===== src/rtl/core/nearest_palette_color_top_assert.svh =====
// Assertion macros for the nearest palette color block.
// Included by nearest_palette_color_top; needs no other file.
`ifndef NEAREST_PALETTE_COLOR_TOP_ASSERT_SVH
`define NEAREST_PALETTE_COLOR_TOP_ASSERT_SVH

// Same-cycle implication, disabled while reset is asserted
`define NPC_ASSERT_IMPLIES(name, clk, rst_n, ante, cons, msg) \
    name: assert property (@(posedge clk) disable iff (!rst_n) (ante) |-> (cons)) \
        else $error(msg);

// Next-cycle implication, disabled while reset is asserted
`define NPC_ASSERT_NEXT(name, clk, rst_n, ante, cons, msg) \
    name: assert property (@(posedge clk) disable iff (!rst_n) (ante) |=> (cons)) \
        else $error(msg);

`endif


===== src/rtl/core/npc_pkg.sv =====
// Shared types, constants and helpers for the nearest palette color block.
// No dependencies; used by every module in rtl/core.
`timescale 1ns / 1ps

package npc_pkg;

    // Default configuration of the block
    localparam int PALETTE_SIZE_DEF = 8;
    localparam int CHANNEL_BITS_DEF = 8;

    // Fixed widths of the ports
    localparam int PIX_BITS        = 8;
    localparam int SKIP_BITS       = 4;
    localparam int INDEX_BITS      = 3;
    localparam int NUM_COLORS_BITS = 4;
    localparam int CFG_IDX_BITS    = 3;
    localparam int CFG_DATA_BITS   = 48;
    // Register data is treated as a 64-bit word when unpacking entries
    localparam int CFG_EXT_BITS    = 64;
    localparam int NUM_PAIR_REGS   = 4;

    localparam logic [NUM_COLORS_BITS-1:0] NUM_COLORS_RESET = NUM_COLORS_BITS'(8);

    // Configuration register indexes
    typedef enum logic [CFG_IDX_BITS-1:0] {
        REG_NUM_COLORS = 3'd0,
        REG_PAIR_0     = 3'd1,
        REG_PAIR_1     = 3'd2,
        REG_PAIR_2     = 3'd3,
        REG_PAIR_3     = 3'd4
    } cfg_reg_e;

    // One input beat
    typedef struct packed {
        logic [PIX_BITS-1:0]         in_red;
        logic [PIX_BITS-1:0]         in_green;
        logic [PIX_BITS-1:0]         in_blue;
        logic                        allow_gray;
        logic signed [SKIP_BITS-1:0] skip_entry;
    } pixel_t;

    // One result beat
    typedef struct packed {
        logic [INDEX_BITS-1:0] entry_index;
        logic                  found;
        logic [PIX_BITS-1:0]   out_red;
        logic [PIX_BITS-1:0]   out_green;
        logic [PIX_BITS-1:0]   out_blue;
    } result_t;

    // Width of one absolute channel difference
    function automatic int diff_bits(int cb);
        return (cb > PIX_BITS) ? cb : PIX_BITS;
    endfunction

    // Width of a squared distance: three squares summed
    function automatic int dist_bits(int cb);
        return 2 * diff_bits(cb) + 2;
    endfunction

endpackage


===== src/rtl/core/npc_cfg.sv =====
// Configuration registers: entry count and palette entries.
// Depends on npc_pkg.
`timescale 1ns / 1ps

module npc_cfg #(
    parameter int PALETTE_SIZE = npc_pkg::PALETTE_SIZE_DEF,
    parameter int CHANNEL_BITS = npc_pkg::CHANNEL_BITS_DEF
) (
    input  logic                                     clk,
    input  logic                                     rst_n,
    input  logic                                     cfg_we,
    input  logic [npc_pkg::CFG_IDX_BITS-1:0]         cfg_index,
    input  logic [npc_pkg::CFG_DATA_BITS-1:0]        cfg_data,
    output logic [PALETTE_SIZE-1:0][3*CHANNEL_BITS-1:0] palette,
    output logic [$clog2(PALETTE_SIZE+1)-1:0]        num_used
);

    localparam int ENTRY_BITS = 3 * CHANNEL_BITS;
    localparam int NUM_W      = $clog2(PALETTE_SIZE + 1);

    logic [npc_pkg::NUM_COLORS_BITS-1:0] num_colors_reg;
    logic [npc_pkg::NUM_COLORS_BITS-1:0] num_colors_next;
    logic [npc_pkg::CFG_EXT_BITS-1:0]    data_ext;

    assign data_ext = npc_pkg::CFG_EXT_BITS'(cfg_data);

    // Entry count register
    always_comb
    begin
        num_colors_next = num_colors_reg;
        if (cfg_we)
        begin
            case (cfg_index)
                npc_pkg::REG_NUM_COLORS: num_colors_next = cfg_data[npc_pkg::NUM_COLORS_BITS-1:0];
                default:                 num_colors_next = num_colors_reg;
            endcase
        end
    end

    always_ff @(posedge clk or negedge rst_n)
    begin
        if (!rst_n)
            num_colors_reg <= npc_pkg::NUM_COLORS_RESET;
        else
            num_colors_reg <= num_colors_next;
    end

    // Counts above the palette size saturate
    assign num_used = (int'(num_colors_reg) > PALETTE_SIZE) ? NUM_W'(PALETTE_SIZE)
                                                            : NUM_W'(num_colors_reg);

    // Palette entries; two entries per pair register
    for (genvar e = 0; e < PALETTE_SIZE; e++)
    begin : g_entry
        localparam int PAIR = e / 2;
        if (PAIR < npc_pkg::NUM_PAIR_REGS)
        begin : g_loadable
            logic [ENTRY_BITS-1:0] entry_reg;
            logic [ENTRY_BITS-1:0] entry_next;
            logic [ENTRY_BITS-1:0] entry_wdata;
            logic                  hit;

            // Unpack R, G, B; bits past the data word read as zero
            for (genvar k = 0; k < 3; k++)
            begin : g_chan
                localparam int SH = (e % 2) * ENTRY_BITS + k * CHANNEL_BITS;
                assign entry_wdata[k*CHANNEL_BITS +: CHANNEL_BITS] =
                    CHANNEL_BITS'(data_ext >> SH);
            end

            assign hit = cfg_we &&
                         (int'(cfg_index) == int'(npc_pkg::REG_PAIR_0) + PAIR);
            assign entry_next = hit ? entry_wdata : entry_reg;

            always_ff @(posedge clk or negedge rst_n)
            begin
                if (!rst_n)
                    entry_reg <= '0;
                else
                    entry_reg <= entry_next;
            end

            assign palette[e] = entry_reg;
        end
        else
        begin : g_fixed
            // No register reaches these entries: they stay black
            assign palette[e] = '0;
        end
    end

endmodule


===== src/rtl/core/npc_dist.sv =====
// Distance stage: per-entry qualification and squared RGB distance, registered.
// Depends on npc_pkg.
`timescale 1ns / 1ps

module npc_dist #(
    parameter int PALETTE_SIZE = npc_pkg::PALETTE_SIZE_DEF,
    parameter int CHANNEL_BITS = npc_pkg::CHANNEL_BITS_DEF
) (
    input  logic                                        clk,
    input  logic                                        rst_n,
    input  logic                                        vld_in,
    input  npc_pkg::pixel_t                             pix,
    input  logic [PALETTE_SIZE-1:0][3*CHANNEL_BITS-1:0] palette,
    input  logic [$clog2(PALETTE_SIZE+1)-1:0]           num_used,
    output logic                                        vld_out,
    output logic [PALETTE_SIZE-1:0]                     qual,
    output logic [PALETTE_SIZE-1:0][npc_pkg::dist_bits(CHANNEL_BITS)-1:0] err
);

    localparam int DW = npc_pkg::diff_bits(CHANNEL_BITS);
    localparam int EW = npc_pkg::dist_bits(CHANNEL_BITS);

    logic [2:0][npc_pkg::PIX_BITS-1:0] pix_ch;
    logic                              skip_on;
    logic                              vld_reg;
    logic [PALETTE_SIZE-1:0]           qual_reg;
    logic [PALETTE_SIZE-1:0]           qual_next;
    logic [PALETTE_SIZE-1:0][EW-1:0]   err_reg;
    logic [PALETTE_SIZE-1:0][EW-1:0]   err_next;

    assign pix_ch[0] = pix.in_red;
    assign pix_ch[1] = pix.in_green;
    assign pix_ch[2] = pix.in_blue;
    // A negative skip index excludes nothing
    assign skip_on   = !pix.skip_entry[npc_pkg::SKIP_BITS-1];

    for (genvar i = 0; i < PALETTE_SIZE; i++)
    begin : g_ent
        logic [2:0][DW-1:0]   diff;
        logic [2:0][2*DW-1:0] sq;
        logic                 is_gray;
        logic                 skipped;

        // Absolute difference and square per channel
        for (genvar k = 0; k < 3; k++)
        begin : g_ch
            logic [DW-1:0] a;
            logic [DW-1:0] b;
            assign a       = DW'(palette[i][k*CHANNEL_BITS +: CHANNEL_BITS]);
            assign b       = DW'(pix_ch[k]);
            assign diff[k] = (a > b) ? (a - b) : (b - a);
            assign sq[k]   = diff[k] * diff[k];
        end

        assign is_gray = (palette[i][0 +: CHANNEL_BITS] ==
                          palette[i][CHANNEL_BITS +: CHANNEL_BITS]) &&
                         (palette[i][0 +: CHANNEL_BITS] ==
                          palette[i][2*CHANNEL_BITS +: CHANNEL_BITS]);
        assign skipped = skip_on &&
                         (int'(pix.skip_entry[npc_pkg::SKIP_BITS-2:0]) == i);

        assign qual_next[i] = (int'(num_used) > i) && (pix.allow_gray || !is_gray) &&
                              !skipped;
        assign err_next[i]  = EW'(sq[0]) + EW'(sq[1]) + EW'(sq[2]);
    end

    // Stage valid
    always_ff @(posedge clk or negedge rst_n)
    begin
        if (!rst_n)
            vld_reg <= 1'b0;
        else
            vld_reg <= vld_in;
    end

    // Stage payload
    always_ff @(posedge clk)
    begin
        if (vld_in)
        begin
            qual_reg <= qual_next;
            err_reg  <= err_next;
        end
    end

    assign vld_out = vld_reg;
    assign qual    = qual_reg;
    assign err     = err_reg;

endmodule


===== src/rtl/core/npc_select.sv =====
// Select stage: minimum tree over qualified entries, color lookup, result register.
// Depends on npc_pkg.
`timescale 1ns / 1ps

module npc_select #(
    parameter int PALETTE_SIZE = npc_pkg::PALETTE_SIZE_DEF,
    parameter int CHANNEL_BITS = npc_pkg::CHANNEL_BITS_DEF
) (
    input  logic                                        clk,
    input  logic                                        rst_n,
    input  logic                                        vld_in,
    input  logic [PALETTE_SIZE-1:0]                     qual,
    input  logic [PALETTE_SIZE-1:0][npc_pkg::dist_bits(CHANNEL_BITS)-1:0] err,
    input  logic [PALETTE_SIZE-1:0][3*CHANNEL_BITS-1:0] palette,
    output logic                                        done,
    output npc_pkg::result_t                            result
);

    localparam int EW     = npc_pkg::dist_bits(CHANNEL_BITS);
    localparam int IW     = (PALETTE_SIZE > 1) ? $clog2(PALETTE_SIZE) : 1;
    localparam int LEAVES = 2 ** IW;
    localparam int NODES  = 2 * LEAVES - 1;

    logic [NODES-1:0]          node_vld;
    logic [NODES-1:0][EW-1:0]  node_err;
    logic [NODES-1:0][IW-1:0]  node_idx;

    logic                      found;
    logic [IW-1:0]             best;
    logic [3*CHANNEL_BITS-1:0] best_color;
    npc_pkg::result_t          result_next;
    npc_pkg::result_t          result_reg;
    logic                      done_reg;

    // Leaves in index order; padding leaves never qualify
    for (genvar i = 0; i < LEAVES; i++)
    begin : g_leaf
        if (i < PALETTE_SIZE)
        begin : g_real
            assign node_vld[LEAVES-1+i] = qual[i];
            assign node_err[LEAVES-1+i] = err[i];
            assign node_idx[LEAVES-1+i] = IW'(i);
        end
        else
        begin : g_pad
            assign node_vld[LEAVES-1+i] = 1'b0;
            assign node_err[LEAVES-1+i] = '0;
            assign node_idx[LEAVES-1+i] = '0;
        end
    end

    // Inner nodes: left child holds lower indices, so it wins ties
    for (genvar n = 0; n < LEAVES - 1; n++)
    begin : g_node
        logic take_left;
        assign take_left   = node_vld[2*n+1] &&
                             (!node_vld[2*n+2] || (node_err[2*n+1] <= node_err[2*n+2]));
        assign node_vld[n] = node_vld[2*n+1] || node_vld[2*n+2];
        assign node_err[n] = take_left ? node_err[2*n+1] : node_err[2*n+2];
        assign node_idx[n] = take_left ? node_idx[2*n+1] : node_idx[2*n+2];
    end

    assign found      = node_vld[0];
    assign best       = found ? node_idx[0] : '0;
    assign best_color = found ? palette[best] : '0;

    // Result beat; channels narrowed or widened to the port width
    always_comb
    begin
        result_next.entry_index = npc_pkg::INDEX_BITS'(best);
        result_next.found       = found;
        result_next.out_red     = npc_pkg::PIX_BITS'(best_color[0 +: CHANNEL_BITS]);
        result_next.out_green   = npc_pkg::PIX_BITS'(best_color[CHANNEL_BITS +: CHANNEL_BITS]);
        result_next.out_blue    = npc_pkg::PIX_BITS'(best_color[2*CHANNEL_BITS +: CHANNEL_BITS]);
    end

    always_ff @(posedge clk or negedge rst_n)
    begin
        if (!rst_n)
            done_reg <= 1'b0;
        else
            done_reg <= vld_in;
    end

    always_ff @(posedge clk)
    begin
        if (vld_in)
            result_reg <= result_next;
    end

    assign done   = done_reg;
    assign result = result_reg;

endmodule


===== src/rtl/core/nearest_palette_color_top.sv =====
// Top level of the nearest palette color block.
// Depends on npc_pkg, npc_cfg, npc_dist, npc_select and nearest_palette_color_top_assert.svh.
//
//   channel   direction  handshake              payload
//   input     in         start / busy           pixel  (npc_pkg::pixel_t)
//   result    out        done (one-cycle beat)  result (npc_pkg::result_t)
//   config    in         cfg_valid / cfg_ready  cfg_index, cfg_data
//
// One pixel beat is taken every cycle; busy stays low and cfg_ready stays high.
// The pipeline has three registers: input register, distance register, result register.
// The distance stage (three squares per entry) and the minimum tree set the clock.
// Reset clears the pipeline valids, sets the entry count to 8 and the palette to black.
// The receiver cannot stall: done marks each result for exactly one cycle.
`timescale 1ns / 1ps
`include "nearest_palette_color_top_assert.svh"

module nearest_palette_color_top #(
    parameter int PALETTE_SIZE = npc_pkg::PALETTE_SIZE_DEF,
    parameter int CHANNEL_BITS = npc_pkg::CHANNEL_BITS_DEF
) (
    input  logic                              clk,
    input  logic                              rst_n,
    input  logic                              start,
    output logic                              busy,
    input  npc_pkg::pixel_t                   pixel,
    output logic                              done,
    output npc_pkg::result_t                  result,
    input  logic                              cfg_valid,
    output logic                              cfg_ready,
    input  logic [npc_pkg::CFG_IDX_BITS-1:0]  cfg_index,
    input  logic [npc_pkg::CFG_DATA_BITS-1:0] cfg_data
);

    localparam int EW = npc_pkg::dist_bits(CHANNEL_BITS);

    logic                                        accept;
    logic                                        in_vld_reg;
    npc_pkg::pixel_t                             pix_reg;
    logic [PALETTE_SIZE-1:0][3*CHANNEL_BITS-1:0] palette;
    logic [$clog2(PALETTE_SIZE+1)-1:0]           num_used;
    logic                                        dist_vld;
    logic [PALETTE_SIZE-1:0]                     dist_qual;
    logic [PALETTE_SIZE-1:0][EW-1:0]             dist_err;

    // Handshakes: the pipeline never holds off either side
    assign busy      = 1'b0;
    assign cfg_ready = 1'b1;
    assign accept    = start && !busy;

    // Input register
    always_ff @(posedge clk or negedge rst_n)
    begin
        if (!rst_n)
            in_vld_reg <= 1'b0;
        else
            in_vld_reg <= accept;
    end

    always_ff @(posedge clk)
    begin
        if (accept)
            pix_reg <= pixel;
    end

    npc_cfg #(
        .PALETTE_SIZE (PALETTE_SIZE),
        .CHANNEL_BITS (CHANNEL_BITS)
    ) u_cfg (
        .clk       (clk),
        .rst_n     (rst_n),
        .cfg_we    (cfg_valid && cfg_ready),
        .cfg_index (cfg_index),
        .cfg_data  (cfg_data),
        .palette   (palette),
        .num_used  (num_used)
    );

    npc_dist #(
        .PALETTE_SIZE (PALETTE_SIZE),
        .CHANNEL_BITS (CHANNEL_BITS)
    ) u_dist (
        .clk      (clk),
        .rst_n    (rst_n),
        .vld_in   (in_vld_reg),
        .pix      (pix_reg),
        .palette  (palette),
        .num_used (num_used),
        .vld_out  (dist_vld),
        .qual     (dist_qual),
        .err      (dist_err)
    );

    npc_select #(
        .PALETTE_SIZE (PALETTE_SIZE),
        .CHANNEL_BITS (CHANNEL_BITS)
    ) u_select (
        .clk     (clk),
        .rst_n   (rst_n),
        .vld_in  (dist_vld),
        .qual    (dist_qual),
        .err     (dist_err),
        .palette (palette),
        .done    (done),
        .result  (result)
    );

    // Checks
    `NPC_ASSERT_NEXT(a_accept_gives_done, clk, rst_n, accept, ##2 done,
        "accepted beat did not produce a result three cycles later")
    `NPC_ASSERT_IMPLIES(a_done_has_source, clk, rst_n, done, $past(accept, 3),
        "result beat without an accepted input three cycles earlier")
    `NPC_ASSERT_IMPLIES(a_index_in_use, clk, rst_n, done && result.found,
        int'(result.entry_index) < int'(num_used),
        "chosen entry lies beyond the entries in use")
    `NPC_ASSERT_IMPLIES(a_none_is_zero, clk, rst_n, done && !result.found,
        result.entry_index == '0 && result.out_red == '0 && result.out_green == '0 && result.out_blue == '0,
        "empty result carries nonzero fields")

endmodule


===== config.mk =====
export PLATFORM = sky130hd
export DESIGN_NAME = nearest_palette_color_top
export DESIGN_NICKNAME = d
export VERILOG_FILES = /design/src/rtl/core/npc_pkg.sv /design/src/rtl/core/npc_cfg.sv /design/src/rtl/core/npc_dist.sv /design/src/rtl/core/npc_select.sv /design/src/rtl/core/nearest_palette_color_top.sv
export VERILOG_INCLUDE_DIRS = /design/src /design/src/rtl/core
export SDC_FILE = /design/constraint.sdc
export NUM_CORES = 2
export LEC_CHECK = 0
export BUFFER_PORTS_ARGS = -buffer_cell sky130_fd_sc_hd__buf_2
export CORE_UTILIZATION = 40
export CTS_CLUSTER_DIAMETER = 80
export DETAILED_ROUTE_END_ITERATION = 7
export GPL_TIMING_DRIVEN = 0
export HOLD_SLACK_MARGIN = 0.12
export PLACE_DENSITY = 0.58
export SYNTH_ARGS = -nofsm -noshare
export SYNTH_HDL_FRONTEND = slang
export SYNTH_SLANG_ARGS = --single-unit

===== constraint.sdc =====
create_clock -name clk -period 20.8 [get_ports clk]
set_clock_uncertainty 0.15 [all_clocks]
set_input_delay 4.16 -clock clk [delete_from_list [all_inputs] [get_ports clk]]
set_output_delay 4.16 -clock clk [all_outputs]
set_load 0.01 [all_outputs]

**Yosys cells after proc, flatten, opt, wreduce, memory -nomap -nowiden**

Index checks and enable logic that the tools add are counted.

- Logic and storage cells: 320
- Output and inout bits: 31
- Flip-flop bits (word level): 408
- Input bits: 84

- Equality and inequality tests: 27
- $mul: 24
- Add/subtract/negate cells: 64
- Order comparisons: 41
- Multiplexer cells: 41
- Reductions and logical operators: 92

Operators by type and width:

| operator | number |
|---|---|
| $mul 8x8->16 | 24 |
| $sub 8x8->8 | 48 |
| $gt 8x8->1 | 24 |
| $mux 8 | 24 |
| $add 18x16->18 | 8 |
| $add 16x16->17 | 8 |
| $eq 8x8->1 | 16 |
| $le 18x18->1 | 7 |
| $mux 18 | 6 |
| $bmux 24 s3 | 1 |
| $logic_and 1x1->1 | 43 |
| $logic_not 1->1 | 24 |
| $mux 24 | 1 |
| $logic_or 1x1->1 | 22 |
| $eq 3x3->1 const B | 7 |
| $gt 4x3->1 const B | 4 |
| $eq 3x2->1 const B | 3 |
| $gt 4x1->1 const B | 2 |
| $gt 4x2->1 const B | 2 |
| $logic_not 3->1 | 2 |
| $mux 3 | 2 |
| $gt 4x4->1 const B | 1 |
| $lt 3x4->1 const B | 1 |
| $mux 1 | 4 |
| other kinds (4) | 5 |

**Longest topological paths before layout**

- Word-level depth: 15
- Gate-level depth with buffers: 45
- Mapped depth without buffers: 45

**Cells and area by module**

From an unflattened synthesis, not the netlist that was laid out.

- Cell total of the unflattened synthesis: 8669
- Area, all modules: 81355.5 um^2

By module, submodules not included:

| module | cells each | area an instance (um^2) | sequential area each (um^2) | instances |
|---|---|---|---|---|
| npc_dist | 7269 | 65676.7 | 4589.4 | 1 |
| npc_select | 945 | 7419.6 | 865.8 | 1 |
| npc_cfg | 421 | 7340.8 | 4906.0 | 1 |
| nearest_palette_color_top | 34 | 918.4 | 895.9 | 1 |

**Worst setup path before layout**

Ideal clock, no wire load.

- Path type: register to register
- Start: reg pix_reg[22] (netlist name)
- End: reg u_dist.err_reg, in the netlist u_dist.err[16], data pin
- Stages on the path, launching flop included: 39
- Clock period less this slack: 12096 ps
- Arrival time: 11788 ps
- Setup time: 158 ps
- Data required time: 20492 ps
- Setup slack: 8704 ps
- Buffers on the path: 2
- Cell sequence: edfxtp_1 -> inv_1 -> fa_1 -> a21o_1 -> a21oi_1 -> o22ai_1 -> o22a_1 -> buf_2 -> mux2i_1 -> a221o_1 -> a311o_1 -> o31ai_1 -> buf_4 -> mux2_2 -> fa_1 -> fa_1 -> fa_1 -> fa_1 -> (+3 left out) -> inv_1 -> ha_1 -> inv_1 -> xnor2_1 -> fa_1 -> fa_1 -> inv_1 -> fa_1 -> inv_1 -> fa_1 -> inv_1 -> ha_1 -> a21o_1 -> a21oi_1 -> o21ai_0 -> o41ai_1 -> or4b_2 -> o211ai_1

RTL lines:

| item | line | source |
|---|---|---|
| from (decl) | nearest_palette_color_top.sv:38 | `npc_pkg::pixel_t pix_reg;` |
| from (signal assigned) | nearest_palette_color_top.sv:62 | `pix_reg <= pixel;` |
| to (signal assigned) | npc_dist.sv:82 | `err_reg <= err_next;` |
| to (decl) | npc_dist.sv:28 | `logic [PALETTE_SIZE-1:0][EW-1:0] err_reg;` |

==> metrics.txt <==
fraction of registers with async set/reset 0.488; cell taking the most area after synthesis fa_1; Final min period 14.79 ns; Reg2Reg Capture Point u_dist.err[89]; Mapped Cells 9040; Resize count post-CTS 0; Die H 450 um; Setup Total Neg Slack 0 ns; WS Path Type reg -> reg; Initial DRT Pass Iterations 6; Worst R2R Setup Slack 6.01 ns; Root Driver clkbuf_16; vias in the first global route 65.8k; WL/cell 23.6 um; #FFs+latches synth 408; Reg2Reg Launch Point pix_reg[25]; clock buffer depth 3; Chip Width 450 um; Place WS 6.32 ns; DRT antenna net count 0; DR iter-0 viols 5308; hold_sp u_cfg.num_colors_reg[0]; Crit path required time 21.09 ns; hold endpoint u_cfg.num_colors_reg[0]; max FFs per register 192; slew at the pin closest to its max-slew limit 1.57 ns; Final Hold Vio Count 0; most frequent CP cell fa_1; initial antenna violation count 35; port buffer count 112; # nets final 11.5k; first-pass GRT wire length 418 mm; CTS tree done; Max Slew Vio Count 68; Hold WC Path Type reg -> reg; Tcrit/Tclk final 0.711; post-synth top area share 0.243; starting density of the core 0.403; clk_lat worst skew 0.76 ns; crit end category register; row cnt 164; H-Tree Depth 2; Worst Path Arrival 15.07 ns; R2R depth 41; TritonCTS Buffers 58; io pins 115; Core Region 200000 um2; grt ovf 0; area grow syn2layout 7.75%; RePlAce Congestion 1.08; Post-synth top cells inv_1 (1951), ha_1 (1234), fa_1 (976); # clock sinks 408; crit-path max cell delay 1.35 ns; status complete, but fails checks; syn_nets 11.3k; ranking of synthesized cells by area fa_1 (24%), ha_1 (19%), inv_1 (9.1%); Syn Std Cell Area 80400 um2; prevailing post-synth register cell edfxtp_1; fmax 0.0676 GHz; crit-path leading delay family adder cells; vias 65.2k; largest net degree at the start of global routing 111; CP max stage cell edfxtp_1; Buf/Inv on CP 11; Worst Slack Setup Final 6.01 ns; Max Cap Viol 12; yosys warns 0; worst relative slew slack -0.0566; layout cells sized above 1 0.0553; Final Setup Violations 0; total die area 203000 um2; unrepaired setup endpoints after global routing no; Detailed Route WL 282 mm; Post-synth EDFFs 209; post-CTS setup repair buffer count 0; GRT Resource Usage Total 0.276; CP Launch Point pix_reg[25]; Synth Area per Inst 8.89 um2; clock transition at the registers of the reported paths 0.06 ns; failing checks max-capacitance violations, max-slew violations; DP Wirelength 238 mm; worst-path fanout max 10; DRC 0; Hold Crit Depth 1; post-synthesis cell type count 93; Crit path depth 41; drt via density 5.45; cts hold-fix bufs 0; Seq/Total Area, Yosys 0.140; most frequent cell after synthesis inv_1; startpoint types register
[through the flow]
| stage | std cells | instance area, um2 | util | hold WS [ns] |
|---|---|---|---|---|
| 3_3_place_gp | 11800 | 84300 | 0.422 | 0.402 |
| 6_report | 12000 | 86600 | 0.434 | 0.451 |
| 4_1_cts | 11900 | 86600 | 0.434 | 0.443 |
| 3_5_place_dp | 11800 | 84600 | 0.424 | 0.431 |
| 2_1_floorplan | 9040 | 80400 | - | 0.379 |
| 5_1_grt | 11900 | 86600 | 0.434 | 0.466 |
[worst max-delay path by stage]
| stage | end | slack (ns) |
|---|---|---|
| floorplan | u_dist.err[16] | 8.70 |
| global placement | u_dist.err[107] | 5.34 |
| detailed placement | u_dist.err[89] | 6.32 |
| CTS | u_dist.err[89] | 6.30 |
| global route | u_dist.err[89] | 5.57 |
| finish | u_dist.err[89] | 6.01 |
[layout by cell type, fill, tap and decap left out, drive strengths merged, types with 37 or more instances in the layout]
cell type  Yosys  routed
inv         1955    1972
ha          1234    1234
fa           976     976
nor2         658     658
nand2        498     498
a21oi        426     426
o21ai        400     400
xnor2        286     286
clkbuf       148     220
edfxtp       209     209
dfrtp        198     198
nand3        191     191
mux2i        188     188
nor3         170     170
a21o         166     166
buf           37     164
mux2         120     120
xor2         107     107
and2          86      86
nand2b        82      82
nand4         81      81
or2           73      73
nor2b         61      61
o21bai        55      55
and3          53      53
a211oi        47      47
a31oi         45      45
a21boi        42      42
o21a          37      37
[layout make-up]
cell class,count,area [um2]
clock buffer,72,1550
timing repair buffer,127,880
clock inverter,38,393
multi-input combinational,6487,61000
buffer,185,778
fill,19800,113000
tap,2656,3320
sequential,408,11300
antenna,25,62.6
inverter,1960,7360
[cells by family after synthesis]
| kind of cell | after synthesis | synth area share |
|---|---|---|
| flops | 408 | 0.140 |
| buf+inv | 2145 | 0.101 |
| compound gates | 1519 | 0.120 |
| other cells | 2 | 0.0000934 |
| simple gates | 2055 | 0.120 |
| xor+xnor | 393 | 0.0429 |
| mux | 308 | 0.0404 |
| fa+ha+maj | 2210 | 0.435 |
[layer usage]
metal  share of wire  wire, um  track usage
met5        0.000046        13            0
met4           0.069     19400        0.160
met2            0.44    125000        0.435
met3           0.071     20100       0.0533
met1            0.42    117000        0.352
Power is not shown: default switching activity piles up to over one toggle a cycle in this logic, so the estimate is an artifact.
